===== config.mk =====
export PLATFORM = sky130hd
export DESIGN_NAME = command_line_assembler
export DESIGN_NICKNAME = d
export VERILOG_FILES = /design/src/hdl/cla_pkg.sv /design/src/hdl/command_line_assembler.sv /design/src/hdl/cla_ram.sv
export VERILOG_INCLUDE_DIRS = /design/src /design/src/hdl
export SDC_FILE = /design/constraint.sdc
export NUM_CORES = 1
export LEC_CHECK = 0
export BUFFER_PORTS_ARGS = -buffer_cell sky130_fd_sc_hd__buf_4
export CORE_ASPECT_RATIO = 0.8
export CORE_MARGIN = 4
export CORE_UTILIZATION = 45
export DETAILED_ROUTE_END_ITERATION = 16
export PLACE_DENSITY = 0.74
export SYNTH_ARGS = -nofsm -noshare
export SYNTH_HDL_FRONTEND = slang
export SYNTH_HIERARCHICAL = 1
export SYNTH_SLANG_ARGS = --single-unit

===== constraint.sdc =====
create_clock -name clk -period 2.72 [get_ports clk]
set_clock_uncertainty 0.2 [all_clocks]
set_input_delay 0.136 -clock clk [delete_from_list [all_inputs] [get_ports clk]]
set_output_delay 0.136 -clock clk [all_outputs]
set_load 0.01 [all_outputs]

===== src/hdl/assert_macros.svh =====
// Assertion macros for the RTL file that carries checks.
// All checks are sampled on the rising edge of clk and are held off during reset.
`ifndef ASSERT_MACROS_SVH
`define ASSERT_MACROS_SVH

// The consequent must hold in the same cycle as the antecedent.
`define ASSERT_SAME(label, ante, cons, msg) \
    label: assert property (@(posedge clk) disable iff (!rst_n) (ante) |-> (cons)) \
        else $error(msg);

// The consequent must hold in the cycle after the antecedent.
`define ASSERT_NEXT(label, ante, cons, msg) \
    label: assert property (@(posedge clk) disable iff (!rst_n) (ante) |=> (cons)) \
        else $error(msg);

`endif


===== src/hdl/cla_pkg.sv =====
`timescale 1ns / 1ps

package cla_pkg;

    // Default number of bytes that a line may hold.
    localparam int LINE_LENGTH_DEF = 64;

    // Character codes that steer the line editing.
    localparam logic [7:0] CH_BACKSPACE = 8'h08;
    localparam logic [7:0] CH_DELETE    = 8'h7F;
    localparam logic [7:0] CH_NEWLINE   = 8'h0A;
    localparam logic [7:0] CH_UPPER_A   = 8'h41;
    localparam logic [7:0] CH_UPPER_Z   = 8'h5A;
    localparam logic [7:0] CASE_BIT     = 8'h20;

    // Fold an upper case letter to lower case; other bytes pass unchanged.
    function automatic logic [7:0] fold_case(input logic [7:0] c);
        logic [7:0] r;
        r = c;
        if (c inside {[CH_UPPER_A:CH_UPPER_Z]})
        begin
            r = c | CASE_BIT;
        end
        return r;
    endfunction

endpackage


===== src/hdl/command_line_assembler.sv =====
`timescale 1ns / 1ps
// Channel   Handshake              Payload
// input     in_valid / in_ready    rx_byte[7:0]
// output    out_valid / out_ready  line_byte[7:0], line_end
//
// An ordinary byte writes the line store RAM unless the line is full; backspace and delete
// only lower the fill count. A newline that completes a line blocks input after it is
// taken: the RAM read port gives one byte per cycle while out_ready does not stall the
// output, each byte passes through the output register, and the block returns to idle.
// Reset clears the fill count and the control state; the RAM needs no clearing pass.
// A stalled output holds its byte while the next byte waits in the RAM read register.
`include "assert_macros.svh"

module command_line_assembler
    import cla_pkg::*;
#(
    parameter int LINE_LENGTH = LINE_LENGTH_DEF
) (
    input  logic       clk,
    input  logic       rst_n,
    input  logic       in_valid,
    output logic       in_ready,
    input  logic [7:0] rx_byte,
    output logic       out_valid,
    input  logic       out_ready,
    output logic [7:0] line_byte,
    output logic       line_end
);

    localparam int AW = $clog2(LINE_LENGTH);
    localparam int CW = $clog2(LINE_LENGTH + 1);
    localparam logic [CW-1:0] LINE_MAX = CW'(LINE_LENGTH);

    localparam logic ST_IDLE = 1'b0;
    localparam logic ST_PLAY = 1'b1;

    logic          state_reg, state_next;
    logic [CW-1:0] fill_count_reg, fill_count_next;
    logic [CW-1:0] len_reg, len_next;
    logic [CW-1:0] rd_ptr_reg, rd_ptr_next;
    logic          pend_reg, pend_next;
    logic          pend_end_reg, pend_end_next;
    logic          out_valid_reg, out_valid_next;
    logic          out_end_reg, out_end_next;
    logic [7:0]    out_byte_reg, out_byte_next;

    logic       accept;
    logic       full;
    logic       is_erase;
    logic       is_newline;
    logic       wr_en;
    logic       rd_en;
    logic       pend_move;
    logic [7:0] rd_data;
    logic       in_play;
    logic       drained;
    logic       line_done;

    assign in_ready  = (state_reg == ST_IDLE);
    assign accept    = in_valid && in_ready;
    assign full      = (fill_count_reg >= LINE_MAX);
    assign is_erase  = (rx_byte == CH_BACKSPACE) || (rx_byte == CH_DELETE);
    assign is_newline = (rx_byte == CH_NEWLINE);
    assign wr_en     = accept && !full && !is_erase;

    // Status terms used by the checks at the end.
    assign in_play   = (state_reg == ST_PLAY);
    assign drained   = !pend_reg && (rd_ptr_reg == len_reg);
    assign line_done = accept && !full && is_newline;

    // The pending RAM byte moves to the output register when that register frees up.
    assign pend_move = pend_reg && (!out_valid_reg || out_ready);
    assign rd_en     = (state_reg == ST_PLAY) && (rd_ptr_reg != len_reg)
                       && (!pend_reg || pend_move);

    cla_ram #(
        .WIDTH(8),
        .DEPTH(LINE_LENGTH)
    ) u_line_store (
        .clk    (clk),
        .wr_en  (wr_en),
        .wr_addr(fill_count_reg[AW-1:0]),
        .wr_data(fold_case(rx_byte)),
        .rd_en  (rd_en),
        .rd_addr(rd_ptr_reg[AW-1:0]),
        .rd_data(rd_data)
    );

    // Line editing and playout control.
    always_comb
    begin
        state_next      = state_reg;
        fill_count_next = fill_count_reg;
        len_next        = len_reg;
        rd_ptr_next     = rd_ptr_reg;
        pend_next       = pend_reg;
        pend_end_next   = pend_end_reg;

        if (accept)
        begin
            if (full)
            begin
                if (is_newline)
                begin
                    fill_count_next = '0;
                end
            end
            else if (is_erase)
            begin
                if (fill_count_reg != '0)
                begin
                    fill_count_next = fill_count_reg - CW'(1);
                end
            end
            else if (is_newline)
            begin
                fill_count_next = '0;
                len_next        = fill_count_reg + CW'(1);
                rd_ptr_next     = '0;
                state_next      = ST_PLAY;
            end
            else
            begin
                fill_count_next = fill_count_reg + CW'(1);
            end
        end

        if (rd_en)
        begin
            rd_ptr_next   = rd_ptr_reg + CW'(1);
            pend_next     = 1'b1;
            pend_end_next = (CW'(rd_ptr_reg + CW'(1)) == len_reg);
        end
        else if (pend_move)
        begin
            pend_next = 1'b0;
        end

        if ((state_reg == ST_PLAY) && (rd_ptr_reg == len_reg) && !pend_reg)
        begin
            state_next = ST_IDLE;
        end
    end

    // Output register.
    always_comb
    begin
        out_valid_next = out_valid_reg;
        out_end_next   = out_end_reg;
        out_byte_next  = out_byte_reg;
        if (pend_move)
        begin
            out_valid_next = 1'b1;
            out_end_next   = pend_end_reg;
            out_byte_next  = rd_data;
        end
        else if (out_ready)
        begin
            out_valid_next = 1'b0;
        end
    end

    always_ff @(posedge clk or negedge rst_n)
    begin
        if (!rst_n)
        begin
            state_reg      <= ST_IDLE;
            fill_count_reg <= '0;
            len_reg        <= '0;
            rd_ptr_reg     <= '0;
            pend_reg       <= 1'b0;
            out_valid_reg  <= 1'b0;
        end
        else
        begin
            state_reg      <= state_next;
            fill_count_reg <= fill_count_next;
            len_reg        <= len_next;
            rd_ptr_reg     <= rd_ptr_next;
            pend_reg       <= pend_next;
            out_valid_reg  <= out_valid_next;
        end
    end

    // Payload registers.
    always_ff @(posedge clk)
    begin
        pend_end_reg <= pend_end_next;
        out_end_reg  <= out_end_next;
        out_byte_reg <= out_byte_next;
    end

    assign out_valid = out_valid_reg;
    assign line_byte = out_byte_reg;
    assign line_end  = out_end_reg;

    // Checks on the fill count and the playout sequencing.
    `ASSERT_SAME(a_fill_bound, 1'b1, fill_count_reg <= LINE_MAX, "fill count beyond line length")
    `ASSERT_SAME(a_idle_drained, in_ready, drained, "input open during playout")
    `ASSERT_SAME(a_ptr_bound, in_play, rd_ptr_reg <= len_reg, "read pointer past line")
    `ASSERT_NEXT(a_newline_plays, line_done, in_play && (fill_count_reg == '0), "no playout")

endmodule


===== src/hdl/cla_ram.sv =====
`timescale 1ns / 1ps

// Simple dual-port RAM: one write port, one read port with registered data.
module cla_ram #(
    parameter int WIDTH = 8,
    parameter int DEPTH = 64
) (
    input  logic                     clk,
    input  logic                     wr_en,
    input  logic [$clog2(DEPTH)-1:0] wr_addr,
    input  logic [WIDTH-1:0]         wr_data,
    input  logic                     rd_en,
    input  logic [$clog2(DEPTH)-1:0] rd_addr,
    output logic [WIDTH-1:0]         rd_data
);

    logic [WIDTH-1:0] mem [DEPTH];

    // Write port.
    always_ff @(posedge clk)
    begin
        if (wr_en)
        begin
            mem[wr_addr] <= wr_data;
        end
    end

    // Read port; the data holds while rd_en is low.
    always_ff @(posedge clk)
    begin
        if (rd_en)
        begin
            rd_data <= mem[rd_addr];
        end
    end

endmodule


==> results of run 1 <==
-- through the flow --
step	std cells	hold WS [ns]	power, uW	TNS (ns)	setup WS [ns]
2_1_floorplan	1135	-0.3596	13050	0	0.07194
3_3_place_gp	1831	-0.1352	14970	-25.10	-0.2542
3_5_place_dp	1831	-0.1346	15070	-63.54	-0.2856
4_1_cts	1939	0.03156	22200	-0.001597	-0.001597
5_1_grt	1942	0.07081	23140	-0.1201	-0.06821
6_report	1942	0.05314	22310	0	0.02502
-- report_power, final --
part | switching [uW] | total [uW] | internal [uW]
Clock | 3090 | 7080 | 3990
Sequential | 200 | 9770 | 9570
Combinational | 2890 | 5450 | 2560
Total | 6190 | 22300 | 16100
-- routing by layer --
metal | global-route usage (%) | routed length (um) | vias to the layer above | share of wire, %
met5 | 0 | 0 | - | 0
met4 | 5.111 | 1148 | 0 | 2.2
met3 | 6.196 | 6898 | 79 | 13
met2 | 29.04 | 23150 | 684 | 44
met1 | 28.65 | 21260 | 6060 | 41
li1 | - | - | 4933 | -
-- layout by cell type (no fill, tap or decap), drive strengths merged, types with 9 or more instances in the layout --
cell         count
nand2           34
o21ai           22
mux2i           25
buf            131
o221ai           9
clkbuf          59
nand3           27
clkinv          28
xor2            10
dlygate4sd3      9
nor2b           17
mux4           126
inv             14
nor3            13
dfrtp           24
nand2b          12
edfxtp         530
nor2            89
mux2            18
-- worst max-delay path by stage --
| stage | slack, ns | depth (start not counted) | to | startpoint |
|---|---|---|---|---|
| 2_1_floorplan | 0.07 | 7 | u_line_store/mem[62][0] | rx_byte[6] |
| 3_3_place_gp | -0.25 | 10 | u_line_store/mem[58][2] | rx_byte[6] |
| 3_5_place_dp | -0.29 | 10 | u_line_store/mem[58][6] | rx_byte[6] |
| 4_1_cts | -0.002 | 6 | u_line_store/rd_data[3] | rd_ptr_reg[0] |
| 5_1_grt | -0.07 | 6 | u_line_store/rd_data[3] | rd_ptr_reg[0] |
| 6_report | 0.03 | 6 | u_line_store/rd_data[0] | rd_ptr_reg[0] |
-- worst min-delay path: cells and delay by family --
kind / cells / cell delay, ns
compound gates: 1 / 0.13
buf+inv: 2 / 0.38
-- timing repair --
action                                  CTS  global route
gates cloned                              0             1
gates resized for setup                  33            40
hold buffers                             10             0
hold endpoints to repair                107             0
endpoints found under the setup margin  215           261
buffers inserted                          3             3
-- cell type report --
type / count / area, um^2
fillers: 3620 / 22710
flip-flops and latches: 554 / 16530
multi-input cells: 511 / 5484
repair buffers: 141 / 1349
clock buffers: 58 / 1324
well taps: 629 / 787.0
clock inverters: 37 / 334.1
inverters: 12 / 45.04
-- kinds of logic after synthesis --
family | synth area share (%)
muxes | 14.83
xor gates and xnor gates | 0.7103
AOI/OAI and AO/OA | 3.298
adders and majority gates | 0.1691
and+or+nand+nor | 4.831
DFF | 74.41
buffers and inverters | 1.753
==> impl_metrics.csv, run 1 <==
group,metric,value,unit
clock_network,cts_buffer_depth,3,
worst_hold_path,hold_class,"in -> reg",
place,gp_congestion,0.8562,
setup_path,crit_path_start_kind,"flip-flop",
routing,drt_iter0_markers,1449,
routing,dr.pass1.iters,5,
final_layout,design_area,25850,um^2
yosys,async_flop_share,4.332,%
sta,rsz0062_at_grt,"yes",
routing,finalWirelength,52.46,mm
pwr,powerDensity,863.1,nW/um^2
setup_path,r2r_slack,0.03,ns
die,die_w,256.3,um
setup_path,critPathSlowestCell,"mux4_2",
final_layout,layout.nets,1286,
die,die_h,206.6,um
status,status,"complete, no violations",
place,dpl_cell_area,23750,um^2
clock_network,insertion_delay,0.59,ns
sta,fin_crit,2.695,ns
routing,vias,11760,
sta,worstMarginPinSlew,0.7522,ns
grt,grtUsageTotal,19.61,%
pwr,vdd_ir_drop_max,713.1,uV
grt,grt_pass1_wl,77.17,mm
setup_path,worstSetupPathType,"reg -> reg",
setup_path,r2r-start,"rd_ptr_reg[0]",
yosys,synth_cell_types,62,
yosys,ys_ff_latch,554,
setup_path,rr_endpoint,"u_line_store/rd_data[0]",
worst_hold_path,hold_depth,3,
sta,fmax,371.1,MHz
routing,drc_errors,0,
die,io-pin-count,23,
sta,hold_viol_final,0,
yosys,synth_fp_nets,1150,
die,design.die.area,52960,um^2
final_layout,largest_reg_flops,512,
die,core_area,48560,um^2
yosys,synth-seq-area-share,74.41,%
setup_path,worst_ep_required_time,2.85,ns
yosys,yosysTopAreaCell,"edfxtp_1",
worst_hold_path,min_to,"u_line_store/mem[29][5]",
pwr,p_leak,0.008253,uW
setup_path,critPathMaxStageDelay,0.58,ns
setup_path,r2r_cells,6,
grt,grt_max_degree,69,
final_layout,syn2layout_area_growth,16.47,%
clock_network,clockRootBuffer,"clkbuf_16",
routing,vias_per_cell,6.054,
sta,finalSetupViolCount,0,
yosys,yosys_warnings,6,
clock_network,tritoncts,"built",
final_layout,top_register,"u_line_store/mem",
setup_path,crit_arrival,2.82,ns
yosys,synth_common_cells,"530 x edfxtp_1, 126 x mux4_2, 88 x nor2_1",
sta,maxSlewViolCount,0,
yosys,syn_area,22200,um^2
yosys,synth_cells,1135,
clock_network,clock_sinks,554,
setup_path,worstPathCellList,"buf_16 -> mux4_2 -> mux4_2 -> nor2_4 -> nor3_1 -> o2bb2ai_1",
place,hpwl,33.61,mm
yosys,netlist_top_cells_area,"edfxtp_1 72%, mux4_2 13%, dfrtp_1 2.7%, nor2_1 1.5%, mux2i_1 1.1%",
setup_path,cpMostUsedCell,"mux4_2",
final_layout,diodes,0,
die,row_count,72,
grt,grt_pass1_vias,11670,
setup_path,cp-end-kind,"flip-flop",
yosys,synthMostInstantiatedCell,"edfxtp_1",
clock_network,htree_levels,2,
grt,grt_remaining_overflow,0,
yosys,synth-main-ff-cell,"edfxtp_1",
setup_path,crit_buf_inv,1,
run,cap_violations,0,
yosys,avgSynthCellArea,19.56,um^2
final_layout,finalCoreUtilization,53.24,%
place,port_buffers,22,
yosys,synth_enable_flop_cells,530,
clock_network,cts_buffers,51,
clock_network,clk_pin_slew,0.07,ns
routing,drt-wirelength-per-cell,27.01,um
final_layout,drive_above_1_share,32.52,%
sta,slew_headroom,49.85,%
setup_path,cp_max_fo,28,
worst_hold_path,hold_start,"rx_byte[5]",
yosys,synth_top_area_share,71.71,%
routing,antenna_left,0,
grt,grt_antenna_before_repair,2,
die,start_util,45.71,%
sta,min_period_over_period,99.08,%
setup_path,path_delay_family,"multiplexers",
(Power assumes the default switching activity.)
==> run 2: changes to the inputs <==
--- a/config.mk
+++ b/config.mk
@@ -12,6 +12,7 @@
 export CORE_UTILIZATION = 45
 export DETAILED_ROUTE_END_ITERATION = 16
 export PLACE_DENSITY = 0.74
+export SETUP_SLACK_MARGIN = 0.3
 export SYNTH_ARGS = -nofsm -noshare
 export SYNTH_HDL_FRONTEND = slang
 export SYNTH_HIERARCHICAL = 1
==> impl_metrics.csv, run 2 (synthesized netlist as in run 1, its figures left out) <==
group,metric,value,unit
status,status,"complete, no violations",
sta,whs,0.07410,ns
routing,drt-wirelength-per-cell,28.06,um
routing,antenna_left,0,
routing,drt_iter0_markers,1658,
clock_network,cts_buffer_depth,3,
setup_path,cpMostUsedCell,"mux4_2",
clock_network,htree_levels,2,
setup_path,r2r_slack,0.005,ns
final_layout,syn2layout_area_growth,20.18,%
final_layout,finalCoreUtilization,54.93,%
die,core_area,48560,um^2
sta,rsz0062_at_grt,"yes",
routing,drc_errors,0,
setup_path,crit_arrival,2.83,ns
final_layout,layout_commonest_cell,"edfxtp_1",
grt,grt_remaining_overflow,0,
setup_path,critPathMaxStageDelay,0.55,ns
grt,grtUsageTotal,20.69,%
grt,grt_pass1_wl,81.19,mm
grt,grt_antenna_before_repair,1,
worst_hold_path,hold_class,"in -> reg",
die,row_count,72,
setup_path,cp_max_fo,10,
clock_network,tritoncts,"built",
final_layout,final_cell_mix,"530 x edfxtp_1, 139 x buf_4, 126 x mux4_2",
place,port_buffers,22,
pwr,vdd_ir_drop_max,451.2,uV
grt,grt_pass1_vias,11870,
pwr,p_leak,0.008533,uW
clock_network,clock_sinks,554,
setup_path,worstSetupPathType,"reg -> reg",
setup_path,worstPathCellList,"buf_12 -> buf_6 -> mux4_2 -> mux4_2 -> o21ai_1 -> o41ai_1",
run,cap_violations,0,
setup_path,cp-end-kind,"flip-flop",
clock_network,insertion_delay,0.58,ns
die,io-pin-count,23,
final_layout,fin_cells,1979,
sta,finalSetupViolCount,0,
clock_network,cts_buffers,52,
sta,fin_ws,0.005147,ns
die,design.die.area,52960,um^2
place,gp_congestion,0.9125,
die,die_w,256.3,um
routing,vias,12270,
routing,vias_per_cell,6.198,
routing,dr.pass1.iters,6,
routing,finalWirelength,55.53,mm
setup_path,worst_ep_required_time,2.84,ns
final_layout,largest_reg_flops,512,
clock_network,clockRootBuffer,"clkbuf_16",
pwr,p_total,22880,uW
sta,fin_crit,2.715,ns
final_layout,layout.nets,1324,
die,start_util,45.71,%
grt,grt_max_degree,65,
final_layout,drive_above_1_share,36.22,%
place,pre_cts_ws,-0.1864,ns
sta,fmax,368.3,MHz
place,dp_cells,1840,
sta,maxSlewViolCount,0,
setup_path,critPathSlowestCell,"mux4_2",
place,hpwl,34.43,mm
clock_network,clk_pin_slew,0.06,ns
sta,slew_headroom,39.63,%
sta,hold_viol_final,0,
sta,worstMarginPinSlew,0.9028,ns
die,die_h,206.6,um
final_layout,top_register,"u_line_store/mem",
sta,min_period_over_period,99.81,%
pwr,powerDensity,857.7,nW/um^2
setup_path,crit_path_start_kind,"flip-flop",
final_layout,diodes,0,
## run 2: cell count changes in the layout (fill, tap and decap cells not counted), moves of 6 or more
cell	delta
clkbuf_1	+7
nor2_2	-35
buf_4	+26
nor2_1	-7
buf_12	+6
nor2_4	+42
## run 2: timing repair
item                                    4_1_cts  5_1_grt
pin swaps                                     2        8
resized for setup                            87       59
endpoints found under the hold margin       204        0
gates cloned                                  1        1
hold buffers                                 11        0
buffers inserted                              9       22
endpoints found under the setup margin      510      279
## run 2: final cells by class
type	count	area (um^2)
clock buffers	70	1430
fillers	3508	21880
well taps	629	787.0
inverters	12	48.80
repair buffers	178	1735
multi-input cells	511	5859
clock inverters	25	282.8
flip-flops and latches	554	16530
## run 2: routing by layer
metal,vias to the layer above,wire length (um),global-route usage (%)
met5,-,17,0
met4,2,845,4.367
met3,68,6317,4.635
met2,768,25490,31.57
met1,6417,22860,31.16
li1,5010,-,-
## run 2: worst paths after layout
kind	from	cells after the start	end
max in group asynchronous	rst_n	4	rd_ptr_reg[2]
worst max register to register	rd_ptr_reg[0]	6	u_line_store/rd_data[5]
min in group asynchronous	rst_n	4	rd_ptr_reg[0]
worst max-delay path	rd_ptr_reg[0]	6	u_line_store/rd_data[5]
worst min-delay path	rx_byte[2]	5	fill_count_reg[6]
worst min register to register	pend_end_reg	0	line_end
## run 2: worst max-delay path, delay by kind of cell (launching register included)
family	cells	cell delay, ns
multiplexers	2	1.03
flip-flops	1	0.48
buffers and inverters	2	0.40
AO/OA/AOI/OAI	2	0.33
## run 2: where the power goes
group,switching (uW),internal (uW)
Clock,3050,4260
Sequential,213,9580
Combinational,3030,2740
Total,6300,16600
## run 2: metrics by stage
stage	instance area (um^2)	TNS [ns]
after floorplan	22250	0
after detailed placement	23890	-32.98
after CTS	26140	0
after global routing	26670	-0.1136
after global placement	23890	-10.85
final	26670	0
==> run 3: changes to the inputs <==
--- a/config.mk
+++ b/config.mk
@@ -11,9 +11,8 @@
 export CORE_MARGIN = 4
 export CORE_UTILIZATION = 45
 export DETAILED_ROUTE_END_ITERATION = 16
-export PLACE_DENSITY = 0.74
+export PLACE_DENSITY = 0.7
 export SETUP_SLACK_MARGIN = 0.3
 export SYNTH_ARGS = -nofsm -noshare
 export SYNTH_HDL_FRONTEND = slang
-export SYNTH_HIERARCHICAL = 1
 export SYNTH_SLANG_ARGS = --single-unit
==> impl_metrics.csv, run 3 <==
group,metric,value,unit
clock_network,insertion_delay,0.59,ns
place,port_buffers,22,
setup_path,crit_path_start_kind,"flip-flop",
setup_path,r2r_slack,0.18,ns
final_layout,regArea,16520,um^2
place,gp_congestion,0.8718,
grt,use_met1,29.56,%
routing,antenna_left,0,
place,pre_cts_ws,0.003729,ns
final_layout,multi_input_area,5484,um^2
sta,finalSetupViolCount,0,
sta,fmax,393.4,MHz
sta,fin_tns_setup,0,ns
sta,fin_crit,2.542,ns
setup_path,path_delay_family,"multiplexers",
routing,drc_errors,0,
routing,dr.pass1.iters,7,
yosys,synth_fp_nets,1130,
clock_network,htree_levels,2,
place,dp_cells,1858,
setup_path,worst_ep_required_time,2.83,ns
grt,grt_pass1_vias,11690,
final_layout,drive_above_1_share,35.03,%
yosys,synth_top_area_share,72.19,%
die,die_w,255.5,um
final_layout,layout_commonest_cell,"edfxtp_1",
routing,vias_per_cell,5.976,
yosys,yosys_warnings,0,
place,dpl_cell_area,24030,um^2
pwr,p_leak,0.008664,uW
status,status,"complete, no violations",
yosys,syn_area,22050,um^2
routing,finalWirelength,54.35,mm
yosys,synth_enable_flop_cells,530,
pwr,powerDensity,931.5,nW/um^2
final_layout,nFillCells,3584,
yosys,synth-main-ff-cell,"edfxtp_1",
grt,grt.met3_usage,7.179,%
grt,grt_antenna_before_repair,2,
clock_network,tritoncts,"built",
final_layout,final_cell_mix,"530 x edfxtp_1, 132 x mux4_2, 126 x buf_4",
die,die_h,206.0,um
sta,worstMarginPinSlew,1.011,ns
die,io-pin-count,23,
die,design.die.area,52620,um^2
clock_network,cts_buffer_depth,3,
clock_network,clockRootBuffer,"clkbuf_16",
sta,fin_ws,0.1778,ns
yosys,synth_cell_types,62,
yosys,avgSynthCellArea,19.77,um^2
routing,vias,11860,
setup_path,critPathSlowestCell,"mux4_2",
yosys,async_flop_share,4.332,%
clock_network,clock_sinks,554,
clock_network,cts_buffers,52,
setup_path,crit_buf_inv,2,
final_layout,fin_cells,1985,
grt,grt.busiest_layer,"met1",
yosys,synth-seq-area-share,74.91,%
final_layout,diodes,0,
final_layout,top_register,"u_line_store.mem",
setup_path,worstSetupPathType,"reg -> reg",
clock_network,clk_pin_slew,0.07,ns
yosys,netlist_top_cells_area,"edfxtp_1 72%, mux4_2 13%, dfrtp_1 2.7%, nor2_1 1.4%, mux2i_1 1.0%",
yosys,yosysTopAreaCell,"edfxtp_1",
final_layout,largest_reg_flops,512,
setup_path,critPathMaxStageDelay,0.53,ns
routing,drt_iter0_markers,1460,
die,row_count,72,
routing,drt-wirelength-per-cell,27.38,um
sta,hold_viol_final,0,
place,hpwl,34.52,mm
sta,maxSlewViolCount,0,
final_layout,syn2layout_area_growth,20.40,%
die,core_area,48380,um^2
setup_path,cp-end-kind,"flip-flop",
sta,min_period_over_period,93.46,%
sta,rsz0062_at_grt,"yes",
final_layout,layout.nets,1333,
pwr,vdd_ir_drop_max,439.5,uV
yosys,synthMostInstantiatedCell,"edfxtp_1",
final_layout,design_area,26550,um^2
grt,grt_remaining_overflow,0,
worst_hold_path,hold_class,"in -> reg",
sta,slew_headroom,32.18,%
setup_path,cp_max_fo,9,
grt,grtUsageTotal,20.13,%
yosys,synth_common_cells,"530 x edfxtp_1, 132 x mux4_2, 81 x nor2_1",
setup_path,worstPathCellList,"buf_12 -> buf_12 -> mux4_2 -> mux4_2 -> o21ai_2 -> nand2_1",
die,start_util,45.57,%
grt,met2_usage,29.38,%
grt,grt_max_degree,69,
grt,grt_pass1_wl,78.18,mm
run,cap_violations,0,
setup_path,crit_arrival,2.66,ns
yosys,ys_ff_latch,554,
yosys,synth_cells,1115,
run 3: layer usage:
metal	part of all wire [%]	wire length, um
met1	42	22820
met2	45	24190
met3	12	6292
met4	1.9	1044
met5	0	0
run 3: cell families after synthesis:
family	Yosys count	share of synthesized area, %
buffers and inverters	70	1.680
AOI/OAI and AO/OA	109	3.399
DFF	554	74.91
and+or+nand+nor	203	4.398
muxes	160	14.81
xor gates and xnor gates	16	0.6356
adders and majority gates	3	0.1703
run 3: layout make-up:
cell class / instances / area share (%)
well taps: 629 / 2.965
inverters: 10 / 0.1414
multi-input cells: 492 / 20.66
clock inverters: 22 / 0.5703
flip-flops and latches: 554 / 62.25
clock buffers: 70 / 5.387
repair buffers: 208 / 8.027
run 3: timing repair:
item                                   4_1_cts  5_1_grt
hold buffers                                12        1
setup buffers                                8        8
pin swaps                                    4       14
cloned                                       1        5
gates resized for setup                     26      110
setup endpoints to repair                  245      504
endpoints found under the hold margin      145       12
run 3: stage by stage:
step                      power [uW]  hold WS [ns]  util (%)
after CTS                      24200       0.02076     53.62
after floorplan                14440       -0.3596         -
final                          24730       0.02969     54.87
after global placement         16950       -0.1416     49.67
after global routing           25650       0.04200     54.87
after detailed placement       17040       -0.1358     49.67
run 3: worst paths after layout:
| path | startpoint | cells past startpoint | endpoint |
|---|---|---|---|
| max | rd_ptr_reg[0] | 6 | u_line_store.rd_data[3] |
| min | rx_byte[6] | 2 | u_line_store.mem[6][6] |
| max reg2reg | rd_ptr_reg[0] | 6 | u_line_store.rd_data[3] |
| min reg2reg | pend_end_reg | 0 | line_end |
| max in group asynchronous | rst_n | 4 | rd_ptr_reg[1] |
| min in group asynchronous | rst_n | 4 | fill_count_reg[1] |
run 3: power breakdown:
part	total (uW)	internal [uW]	switching, uW
Sequential	10000	9770	247
Clock	6860	3850	3010
Combinational	7860	3820	4040
Total	24700	17400	7290
